--- src/design/minstd_random_in_range_core_assert.svh ---
// Assertion macros for the minstd random-in-range core.
// Included by the top level; needs nothing else.
`ifndef MINSTD_RANDOM_IN_RANGE_CORE_ASSERT_SVH
`define MINSTD_RANDOM_IN_RANGE_CORE_ASSERT_SVH

// Check that cons holds in the same cycle as ante.
`define MRR_ASSERT_SAME(label, clk, rst_n, ante, cons) \
  label: assert property (@(posedge clk) disable iff (!rst_n) (ante) |-> (cons)) \
    else $error("mrr assertion failed");

// Check that cons holds in the cycle after ante.
`define MRR_ASSERT_NEXT(label, clk, rst_n, ante, cons) \
  label: assert property (@(posedge clk) disable iff (!rst_n) (ante) |=> (cons)) \
    else $error("mrr assertion failed");

`endif

--- src/design/mrr_pkg.sv ---
// Shared widths, constants and unit status types for the minstd core.
// No dependencies.
package mrr_pkg;

  localparam int StateW   = 31;               // generator state and bounds
  localparam int SpanW    = StateW + 1;       // span reaches 2^31
  localparam int MulW     = 16;               // width of the Lehmer multiplier
  localparam int StepCntW = $clog2(StateW);   // one step per state bit

  localparam logic [MulW-1:0]     LehmerMul = 16'd48271;
  localparam logic [StepCntW-1:0] LastStep  = StepCntW'(StateW - 1);

  typedef struct packed {
    logic              done;
    logic [StateW-1:0] lo;   // product bits 30..0
    logic [MulW-1:0]   hi;   // product bits 46..31
  } mul_res_t;

  typedef struct packed {
    logic              done;
    logic [StateW-1:0] rem;
  } div_res_t;

endpackage

--- src/design/mrr_req_if.sv ---
// Request channel: two bounds per beat.
// Depends on mrr_pkg.
interface mrr_req_if import mrr_pkg::*; ();
  logic                     valid;
  logic                     ready;
  logic signed [StateW-1:0] bound_a;
  logic signed [StateW-1:0] bound_b;

  modport source (output valid, output bound_a, output bound_b, input ready);
  modport sink   (input valid, input bound_a, input bound_b, output ready);
endinterface

--- src/design/mrr_rsp_if.sv ---
// Result channel: one random value per beat.
// Depends on mrr_pkg.
interface mrr_rsp_if import mrr_pkg::*; ();
  logic                     valid;
  logic                     ready;
  logic signed [StateW-1:0] random_value;

  modport source (output valid, output random_value, input ready);
  modport sink   (input valid, input random_value, output ready);
endinterface

--- src/design/mrr_mul.sv ---
// Serial-parallel multiplier: state times 48271, one state bit per cycle.
// Depends on mrr_pkg.
module mrr_mul import mrr_pkg::*; (
  input  logic              clk_i,
  input  logic              rst_ni,
  input  logic              start_i,
  input  logic [StateW-1:0] operand_i,
  output mul_res_t          res_o
);

  logic                busy_q, done_q;
  logic [StepCntW-1:0] cnt_q;
  logic [StateW-1:0]   opnd_q, prod_q;
  logic [MulW-1:0]     acc_q;
  logic [MulW:0]       sum;

  // add the partial product for the current bit, retire the low bit
  assign sum = {1'b0, acc_q} + (opnd_q[0] ? {1'b0, LehmerMul} : '0);

  always_ff @(posedge clk_i or negedge rst_ni) begin
    if (!rst_ni) begin
      busy_q <= 1'b0;
      done_q <= 1'b0;
      cnt_q  <= '0;
    end else begin
      done_q <= busy_q && (cnt_q == LastStep);
      if (start_i) begin
        busy_q <= 1'b1;
        cnt_q  <= '0;
      end else if (busy_q) begin
        if (cnt_q == LastStep) begin
          busy_q <= 1'b0;
        end else begin
          cnt_q <= cnt_q + 1'b1;
        end
      end
    end
  end

  always_ff @(posedge clk_i) begin
    if (start_i) begin
      opnd_q <= operand_i;
      acc_q  <= '0;
      prod_q <= '0;
    end else if (busy_q) begin
      opnd_q <= {1'b0, opnd_q[StateW-1:1]};
      acc_q  <= sum[MulW:1];
      prod_q <= {sum[0], prod_q[StateW-1:1]};
    end
  end

  assign res_o.done = done_q;
  assign res_o.lo   = prod_q;
  assign res_o.hi   = acc_q;

endmodule

--- src/design/mrr_div.sv ---
// Restoring remainder unit: state mod span, one quotient bit per cycle.
// Depends on mrr_pkg.
module mrr_div import mrr_pkg::*; (
  input  logic              clk_i,
  input  logic              rst_ni,
  input  logic              start_i,
  input  logic [StateW-1:0] dividend_i,
  input  logic [SpanW-1:0]  divisor_i,
  output div_res_t          res_o
);

  logic                busy_q, done_q;
  logic [StepCntW-1:0] cnt_q;
  logic [StateW-1:0]   dvd_q;
  logic [SpanW-1:0]    rem_q, dvs_q;
  logic [SpanW-1:0]    trial;

  // remainder stays below the span, so its top bit is free for the shift
  assign trial = {rem_q[SpanW-2:0], dvd_q[StateW-1]};

  always_ff @(posedge clk_i or negedge rst_ni) begin
    if (!rst_ni) begin
      busy_q <= 1'b0;
      done_q <= 1'b0;
      cnt_q  <= '0;
    end else begin
      done_q <= busy_q && (cnt_q == LastStep);
      if (start_i) begin
        busy_q <= 1'b1;
        cnt_q  <= '0;
      end else if (busy_q) begin
        if (cnt_q == LastStep) begin
          busy_q <= 1'b0;
        end else begin
          cnt_q <= cnt_q + 1'b1;
        end
      end
    end
  end

  always_ff @(posedge clk_i) begin
    if (start_i) begin
      dvd_q <= dividend_i;
      dvs_q <= divisor_i;
      rem_q <= '0;
    end else if (busy_q) begin
      dvd_q <= {dvd_q[StateW-2:0], 1'b0};
      rem_q <= (trial >= dvs_q) ? (trial - dvs_q) : trial;
    end
  end

  assign res_o.done = done_q;
  assign res_o.rem  = rem_q[StateW-1:0];

endmodule

--- src/design/minstd_random_in_range_core.sv ---
// Random integer in an inclusive range from a MINSTD Lehmer generator
// (multiplier 48271, modulus 2^31-1). Each request beat carries two signed
// 31-bit bounds in either order; the result beat carries a value between them,
// inclusive. A request with unequal bounds passes through these steps from
// accept to result valid: order the bounds and form the span, the serial
// multiplier (one state bit per cycle), the two Mersenne folds, the restoring
// remainder unit (one quotient bit per cycle) and the load of the output
// register once it is free. Equal bounds go straight to the output register
// without advancing the generator. One request is in flight at a time; the
// next one is taken as soon as the previous result sits in the output
// register, even if that result has not been taken yet. After reset the
// generator state is zero and is loaded from seed_value (APB byte address 0,
// reset 1; a seed of zero loads 1) on the next request.
// Depends on mrr_pkg, mrr_req_if, mrr_rsp_if, mrr_mul, mrr_div and the
// assertion macro header.
`include "minstd_random_in_range_core_assert.svh"

module minstd_random_in_range_core import mrr_pkg::*; (
  input  logic        clk_i,
  input  logic        rst_ni,
  mrr_req_if.sink     req,
  mrr_rsp_if.source   rsp,
  input  logic        psel,
  input  logic        penable,
  input  logic        pwrite,
  input  logic [1:0]  paddr,
  input  logic [31:0] pwdata,
  output logic [31:0] prdata,
  output logic        pready
);

  typedef enum logic [5:0] {
    StIdle = 6'b000001,
    StPrep = 6'b000010,
    StMul  = 6'b000100,
    StFold = 6'b001000,
    StDiv  = 6'b010000,
    StOut  = 6'b100000
  } state_e;

  localparam logic [1:0] SeedAddr = 2'd0;

  state_e state_q, state_d;

  logic [StateW-1:0]        seed_q;
  logic [StateW-1:0]        gen_state_q;
  logic [StateW-1:0]        seed_load;
  logic signed [StateW-1:0] a_q, b_q, lo_q, lo_sel, hi_sel;
  logic [SpanW-1:0]         span_q, span_d;
  logic [SpanW-1:0]         fold1_q;
  logic [StateW-1:0]        fold2;
  logic [StateW-1:0]        res_q;
  logic                     out_valid_q;
  logic [StateW-1:0]        out_data_q;
  logic                     in_beat, out_beat, out_free, cfg_wr;
  mul_res_t                 mul_res;
  div_res_t                 div_res;

  // ---------------------------------------------------------------------
  // Configuration port: one register at byte address 0, no wait states.
  // ---------------------------------------------------------------------
  assign pready = 1'b1;
  assign cfg_wr = psel && penable && pwrite && pready;
  assign prdata = {1'b0, seed_q};

  always_ff @(posedge clk_i or negedge rst_ni) begin
    if (!rst_ni) begin
      seed_q <= StateW'(1);
    end else if (cfg_wr && (paddr == SeedAddr)) begin
      seed_q <= pwdata[StateW-1:0];
    end
  end

  // ---------------------------------------------------------------------
  // Handshakes
  // ---------------------------------------------------------------------
  assign req.ready        = (state_q == StIdle);
  assign in_beat          = req.valid && req.ready;
  assign out_beat         = rsp.valid && rsp.ready;
  assign out_free         = !out_valid_q || rsp.ready;
  assign rsp.valid        = out_valid_q;
  assign rsp.random_value = out_data_q;

  // never let a zero seed stick the generator at zero
  assign seed_load = (seed_q != '0) ? seed_q : StateW'(1);

  // order the bounds; span = hi - lo + 1 needs the extra bit for 2^31
  assign lo_sel = (a_q < b_q) ? a_q : b_q;
  assign hi_sel = (a_q < b_q) ? b_q : a_q;
  assign span_d = {hi_sel[StateW-1], hi_sel} - {lo_sel[StateW-1], lo_sel} + SpanW'(1);

  // second fold: the carry out of the first one wraps back into bit 0
  assign fold2 = fold1_q[StateW-1:0] + StateW'(fold1_q[SpanW-1]);

  mrr_mul u_mul (
    .clk_i     (clk_i),
    .rst_ni    (rst_ni),
    .start_i   (state_q == StPrep),
    .operand_i (gen_state_q),
    .res_o     (mul_res)
  );

  mrr_div u_div (
    .clk_i      (clk_i),
    .rst_ni     (rst_ni),
    .start_i    (state_q == StFold),
    .dividend_i (fold2),
    .divisor_i  (span_q),
    .res_o      (div_res)
  );

  // ---------------------------------------------------------------------
  // Sequencer
  // ---------------------------------------------------------------------
  always_comb begin
    state_d = state_q;
    unique case (state_q)
      StIdle: begin
        if (in_beat) begin
          state_d = (req.bound_a == req.bound_b) ? StOut : StPrep;
        end
      end
      StPrep: state_d = StMul;
      StMul: begin
        if (mul_res.done) begin
          state_d = StFold;
        end
      end
      StFold: state_d = StDiv;
      StDiv: begin
        if (div_res.done) begin
          state_d = StOut;
        end
      end
      StOut: begin
        if (out_free) begin
          state_d = StIdle;
        end
      end
      default: state_d = StIdle;
    endcase
  end

  always_ff @(posedge clk_i or negedge rst_ni) begin
    if (!rst_ni) begin
      state_q     <= StIdle;
      gen_state_q <= '0;
      out_valid_q <= 1'b0;
    end else begin
      state_q <= state_d;
      // load the seed on first use, advance only after the folds
      if (in_beat && (gen_state_q == '0)) begin
        gen_state_q <= seed_load;
      end else if (state_q == StFold) begin
        gen_state_q <= fold2;
      end
      // hold the result until taken; a new one lands only when free
      if (state_q == StOut && out_free) begin
        out_valid_q <= 1'b1;
      end else if (out_beat) begin
        out_valid_q <= 1'b0;
      end
    end
  end

  always_ff @(posedge clk_i) begin
    if (in_beat) begin
      a_q   <= req.bound_a;
      b_q   <= req.bound_b;
      res_q <= req.bound_a;   // equal bounds return the bound itself
    end
    if (state_q == StPrep) begin
      lo_q   <= lo_sel;
      span_q <= span_d;
    end
    if (state_q == StMul && mul_res.done) begin
      fold1_q <= SpanW'(mul_res.lo) + SpanW'(mul_res.hi);
    end
    if (state_q == StDiv && div_res.done) begin
      // the remainder is below the span, so the sum stays in range
      res_q <= lo_q + div_res.rem;
    end
    if (state_q == StOut && out_free) begin
      out_data_q <= res_q;
    end
  end

  // ---------------------------------------------------------------------
  // Assertions
  // ---------------------------------------------------------------------
  `MRR_ASSERT_SAME(a_mul_done_in_mul, clk_i, rst_ni, mul_res.done, state_q == StMul)
  `MRR_ASSERT_SAME(a_div_done_in_div, clk_i, rst_ni, div_res.done, state_q == StDiv)
  `MRR_ASSERT_NEXT(a_state_seeded, clk_i, rst_ni, in_beat, gen_state_q != '0)
  `MRR_ASSERT_NEXT(a_out_loaded, clk_i, rst_ni, state_q == StOut && out_free, out_valid_q)

endmodule

--- src/flat_wrapper.sv ---
// flat-port wrapper written by rule: the top's interface ports become plain ports
module minstd_random_in_range_core_flat import mrr_pkg::*;
  (clk_i, rst_ni, psel, penable, pwrite, paddr, pwdata, prdata, pready, req_valid, req_bound_a, req_bound_b, req_ready, rsp_valid, rsp_random_value, rsp_ready);
  mrr_req_if req_i ();
  mrr_rsp_if rsp_i ();
  input  logic clk_i;
  input  logic rst_ni;
  input  logic psel;
  input  logic penable;
  input  logic pwrite;
  input  logic [1:0] paddr;
  input  logic [31:0] pwdata;
  output logic [31:0] prdata;
  output logic pready;
  input wire logic [$bits(req_i.valid)-1:0] req_valid;
  input wire logic [$bits(req_i.bound_a)-1:0] req_bound_a;
  input wire logic [$bits(req_i.bound_b)-1:0] req_bound_b;
  output wire logic [$bits(req_i.ready)-1:0] req_ready;
  output wire logic [$bits(rsp_i.valid)-1:0] rsp_valid;
  output wire logic [$bits(rsp_i.random_value)-1:0] rsp_random_value;
  input wire logic [$bits(rsp_i.ready)-1:0] rsp_ready;
  assign req_i.valid = req_valid;
  assign req_i.bound_a = req_bound_a;
  assign req_i.bound_b = req_bound_b;
  assign req_ready = req_i.ready;
  assign rsp_valid = rsp_i.valid;
  assign rsp_random_value = rsp_i.random_value;
  assign rsp_i.ready = rsp_ready;
  minstd_random_in_range_core u_core (.clk_i(clk_i), .rst_ni(rst_ni), .req(req_i), .rsp(rsp_i), .psel(psel), .penable(penable), .pwrite(pwrite), .paddr(paddr), .pwdata(pwdata), .prdata(prdata), .pready(pready));
endmodule
--- config.mk ---
export PLATFORM = sky130hd
export DESIGN_NAME = minstd_random_in_range_core_flat
export DESIGN_NICKNAME = d
export VERILOG_FILES = /design/src/design/mrr_pkg.sv /design/src/design/mrr_req_if.sv /design/src/design/mrr_rsp_if.sv /design/src/design/mrr_mul.sv /design/src/design/mrr_div.sv /design/src/design/minstd_random_in_range_core.sv /design/src/flat_wrapper.sv
export VERILOG_INCLUDE_DIRS = /design/src /design/src/design
export SDC_FILE = /design/constraint.sdc
export NUM_CORES = 1
export LEC_CHECK = 0
export ABC_CLOCK_PERIOD_IN_PS = 4490
export BUFFER_PORTS_ARGS = -buffer_cell sky130_fd_sc_hd__buf_2
export CORE_AREA = 2 2 295 297
export CTS_BUF_LIST = sky130_fd_sc_hd__clkbuf_8
export DETAILED_ROUTE_END_ITERATION = 16
export DIE_AREA = 0 0 297 299
export PLACE_DENSITY = 0.49
export SLEW_MARGIN = 20
export SYNTH_ARGS = -nofsm -noshare
export SYNTH_HDL_FRONTEND = slang
export SYNTH_SLANG_ARGS = --single-unit
--- constraint.sdc ---
create_clock -name clk_i -period 4.49 [get_ports clk_i]
set_clock_uncertainty 0.05 [all_clocks]
set_input_delay 1.1225 -clock clk_i [delete_from_list [all_inputs] [get_ports clk_i]]
set_output_delay 1.1225 -clock clk_i [all_outputs]
set_load 0.05 [all_outputs]
==> results.yml <==
global_route:
  grt_usage: 0.1460
  grt_pass1_wl_um: 103900
  antenna_found_initial: 3
  grt_overflow: 0
  grt_max_degree: 150
  grt_pass1_vias: 18710
synthesis:
  synth_top_area_cell: "edfxtp_1"
  synth_ff_type: "edfxtp_1"
  syn-cell-area_sq_um: 25480
  synth_nets: 2608
  synth_edf_count: 313
  synthTopCellsByArea: "edfxtp_1, dfrtp_1, ha_1"
  synthCells: 2341
  yosysWarnings: 0
  ys_seq_area_frac: 0.5117
  synth.avg_cell_area_sq_um: 10.89
  netlist.area_leader.share: 0.3689
  synthTopCellsByCount: "edfxtp_1, nand2_1, nor2_1"
  yosysUniqueCellTypes: 83
  async_flop_share: 0.1751
  ys_ff_latch: 474
  yosysMostFrequentCell: "edfxtp_1"
power_and_ir_drop:
  p_sw_frac: 0.3512
  clkPwrFrac: 0.232
  power_frac_seq: 0.371
  peakVddDrop_uv: 225.9
  internal_power_w: 0.01143
  power.density_nw_per_um2: 569.5
  switchingPower_w: 0.006189
  p_leak_nw: 13.29
  pwr-share-comb: 0.396
clocking:
  cts.sinks: 474
  cts_buffer_depth: 3
  root_buffer: "clkbuf_8"
  clk_latency_ps: 690
  htree_levels: 3
  clk_pin_slew_ps: 60
  cts_made_buffers: 89
  tritoncts: "yes"
sta:
  period_minus_slack_ps: 5059
  fmax_mhz: 197.7
  maxSlewViolCount: 0
  min_period_over_period: 1.127
  tightest_slew_ps: 905.9
  finalHoldViolations: 0
  setup_viol: 14
  slew_headroom: 0.3946
  grt_setup_unrepaired: "true"
  finalWorstSetupSlack_ps: -569.1
routing:
  drc: 0
  via_count: 18920
  wl_um: 66630
  first_pass_iters: 5
  wire_per_inst_um: 16.94
  viasPerCell: 4.810
  ant_nets: 0
  drt_iter0_markers: 1060
run:
  drv_cap: 0
floorplanning:
  core_sq_um: 85940
  die-area_sq_um: 88800
  start_util: 0.2965
  die_w_um: 297
  num_rows: 108
  die_h_um: 299
  io_pins: 169
critical_path:
  r2r_setup_slack_ps: -570
  r2r-start: "u_core.b_q[20]"
  timing.rr.end: "u_core.span_q[30]"
  reg2regPathDepth: 22
  cp-end-kind: "register"
  critPathKind: "register to register"
  worst_ep_required_time_ps: 4840
  critPathLaunchType: "register"
  startpoint: "u_core.b_q[20]"
  cp_max_fo: 9
  critPathCapture: "u_core.span_q[30]"
  worst_ep_arrival_time_ps: 5410
placed_design:
  gp_congestion: 0.7876
  portBuffers: 165
  place_area_sq_um: 28810
  dp_hpwl_um: 48600
  place_worst_setup_slack_ps: -664.6
final_layout:
  nNetsFinal: 2975
  syn2layout_area_growth_pct: 21.42
  largestRegisters: "u_core.fold1_q x32, u_core.span_q x32, u_core.u_div.dvs_q x32"
  drive_gt1_frac: 0.2243
  finalInstanceArea_sq_um: 30940
  nFillCells: 8654
hold_path:
  hold_class: "register to register"
run_status:
  status: "finished with violations"
  violations: "setup timing"
==> placed cells by master, fill, tap and decap left out, types with 12 or more instances in the layout <==
cell / n
o21ai_0: 157
dfrtp_1: 80
mux2_2: 65
a211oi_1: 24
buf_4: 180
edfxtp_1: 313
nand2b_1: 18
a21o_1: 78
o21bai_1: 18
xor2_1: 89
nor2b_1: 12
a21oi_1: 133
inv_1: 139
dfxtp_1: 78
nor3_1: 17
ha_1: 150
and3_1: 17
xnor2_1: 89
nand3_1: 42
nor4_1: 23
clkbuf_8: 106
nand3b_1: 31
nand2_1: 207
o21a_1: 20
o21ai_1: 13
mux2i_1: 51
a32oi_1: 13
a221o_1: 13
nor2_1: 169
buf_2: 164
nand4_1: 37
==> cell type report <==
type / instances / area, sq um / share of cell area
sequential: 474 / 13040 / 0.4215
multi-input combinational: 1672 / 11920 / 0.3854
clock inverter: 55 / 279.0 / 0.009018
inverter: 117 / 439.2 / 0.01419
clock buffer: 106 / 1459 / 0.04715
tap: 1155 / 1445 / 0.04671
antenna: 1 / 2.502 / 0.00008088
timing repair buffer: 354 / 2351 / 0.07598
==> what timing repair did <==
item                                    4_1_cts  5_1_grt
hold buffers                                  0        0
endpoints found under the hold margin         0        0
buffers inserted                              2       13
cloned                                        0        2
resized for setup                            22       36
pin swaps                                    13       26
endpoints found under the setup margin       19       21
==> how the worst min path moves through the flow <==
stage / cells after the start / to / slack [ps] / from
final: 0 / u_core.rsp.random_value[13] / 360 / u_core.res_q[13]
after global routing: 0 / u_core.rsp.random_value[13] / 360 / u_core.res_q[13]
after CTS: 0 / u_core.u_div.dvs_q[26] / 370 / u_core.span_q[26]
after detailed placement: 0 / u_core.u_div.dvs_q[9] / 350 / u_core.span_q[9]
after global placement: 0 / u_core.rsp.random_value[30] / 350 / u_core.res_q[30]
after floorplan: 0 / u_core.rsp.random_value[0] / 350 / u_core.res_q[0]
==> layer usage <==
layer / vias to the layer above / part of all wire / global-route usage
met2: 333 / 0.47 / 0.2393
met1: 9168 / 0.47 / 0.1982
met3: 93 / 0.041 / 0.02363
li1: 9330 / - / -
met5: - / 0 / 0
met4: 0 / 0.020 / 0.04353
==> power by group through the flow <==
stage	logic [W]	registers, W	clock network [W]
CTS	0.00676	0.00655	0.00425
floorplan	0.00420	0.00662	0
global route	0.00776	0.00664	0.00446
global placement	0.00650	0.00660	0
detailed placement	0.00660	0.00662	0
finish	0.00699	0.00654	0.00410
==> cell families after synthesis <==
| family | share of synthesized area |
|---|---|
| simple gates | 0.1198 |
| compound gates | 0.1445 |
| flops | 0.5117 |
| buf+inv | 0.03142 |
| xor+xnor | 0.06118 |
| fa+ha+maj | 0.08200 |
| mux | 0.04915 |
| other cells | 0.0002947 |
==> metrics by stage <==
stage / power, W / std cells / util / setup TNS (ps) / hold WS, ps
2_1_floorplan: 0.01082 / 2341 / - / 0 / 350.3
3_3_place_gp: 0.01309 / 3756 / 0.3352 / -5600 / 352.7
3_5_place_dp: 0.01322 / 3756 / 0.3352 / -6292 / 354.5
4_1_cts: 0.01756 / 3919 / 0.3565 / -3110 / 367.6
5_1_grt: 0.01886 / 3934 / 0.3600 / -7313 / 358.9
6_report: 0.01762 / 3934 / 0.3600 / -4663 / 356.3
==> critical path, stage by stage (launching register included) <==
cell and delay [ps]:
edfxtp_1 410, inv_2 100, ha_4 200, a21o_1 180, a21o_1 190, a21oi_2 180
nor2_2 60, a2111oi_2 210, o211ai_1 280, mux2i_4 280, buf_12 190, nor3_2 50
o21ba_4 230, ha_4 200, a211oi_2 210, o21bai_1 140, a211o_1 380, o211ai_1 320
o211ai_1 220, a31o_2 310, a21oi_2 160, o21ai_1 100, xor2_1 140
Note: power is estimated with default switching activity, not from simulation.
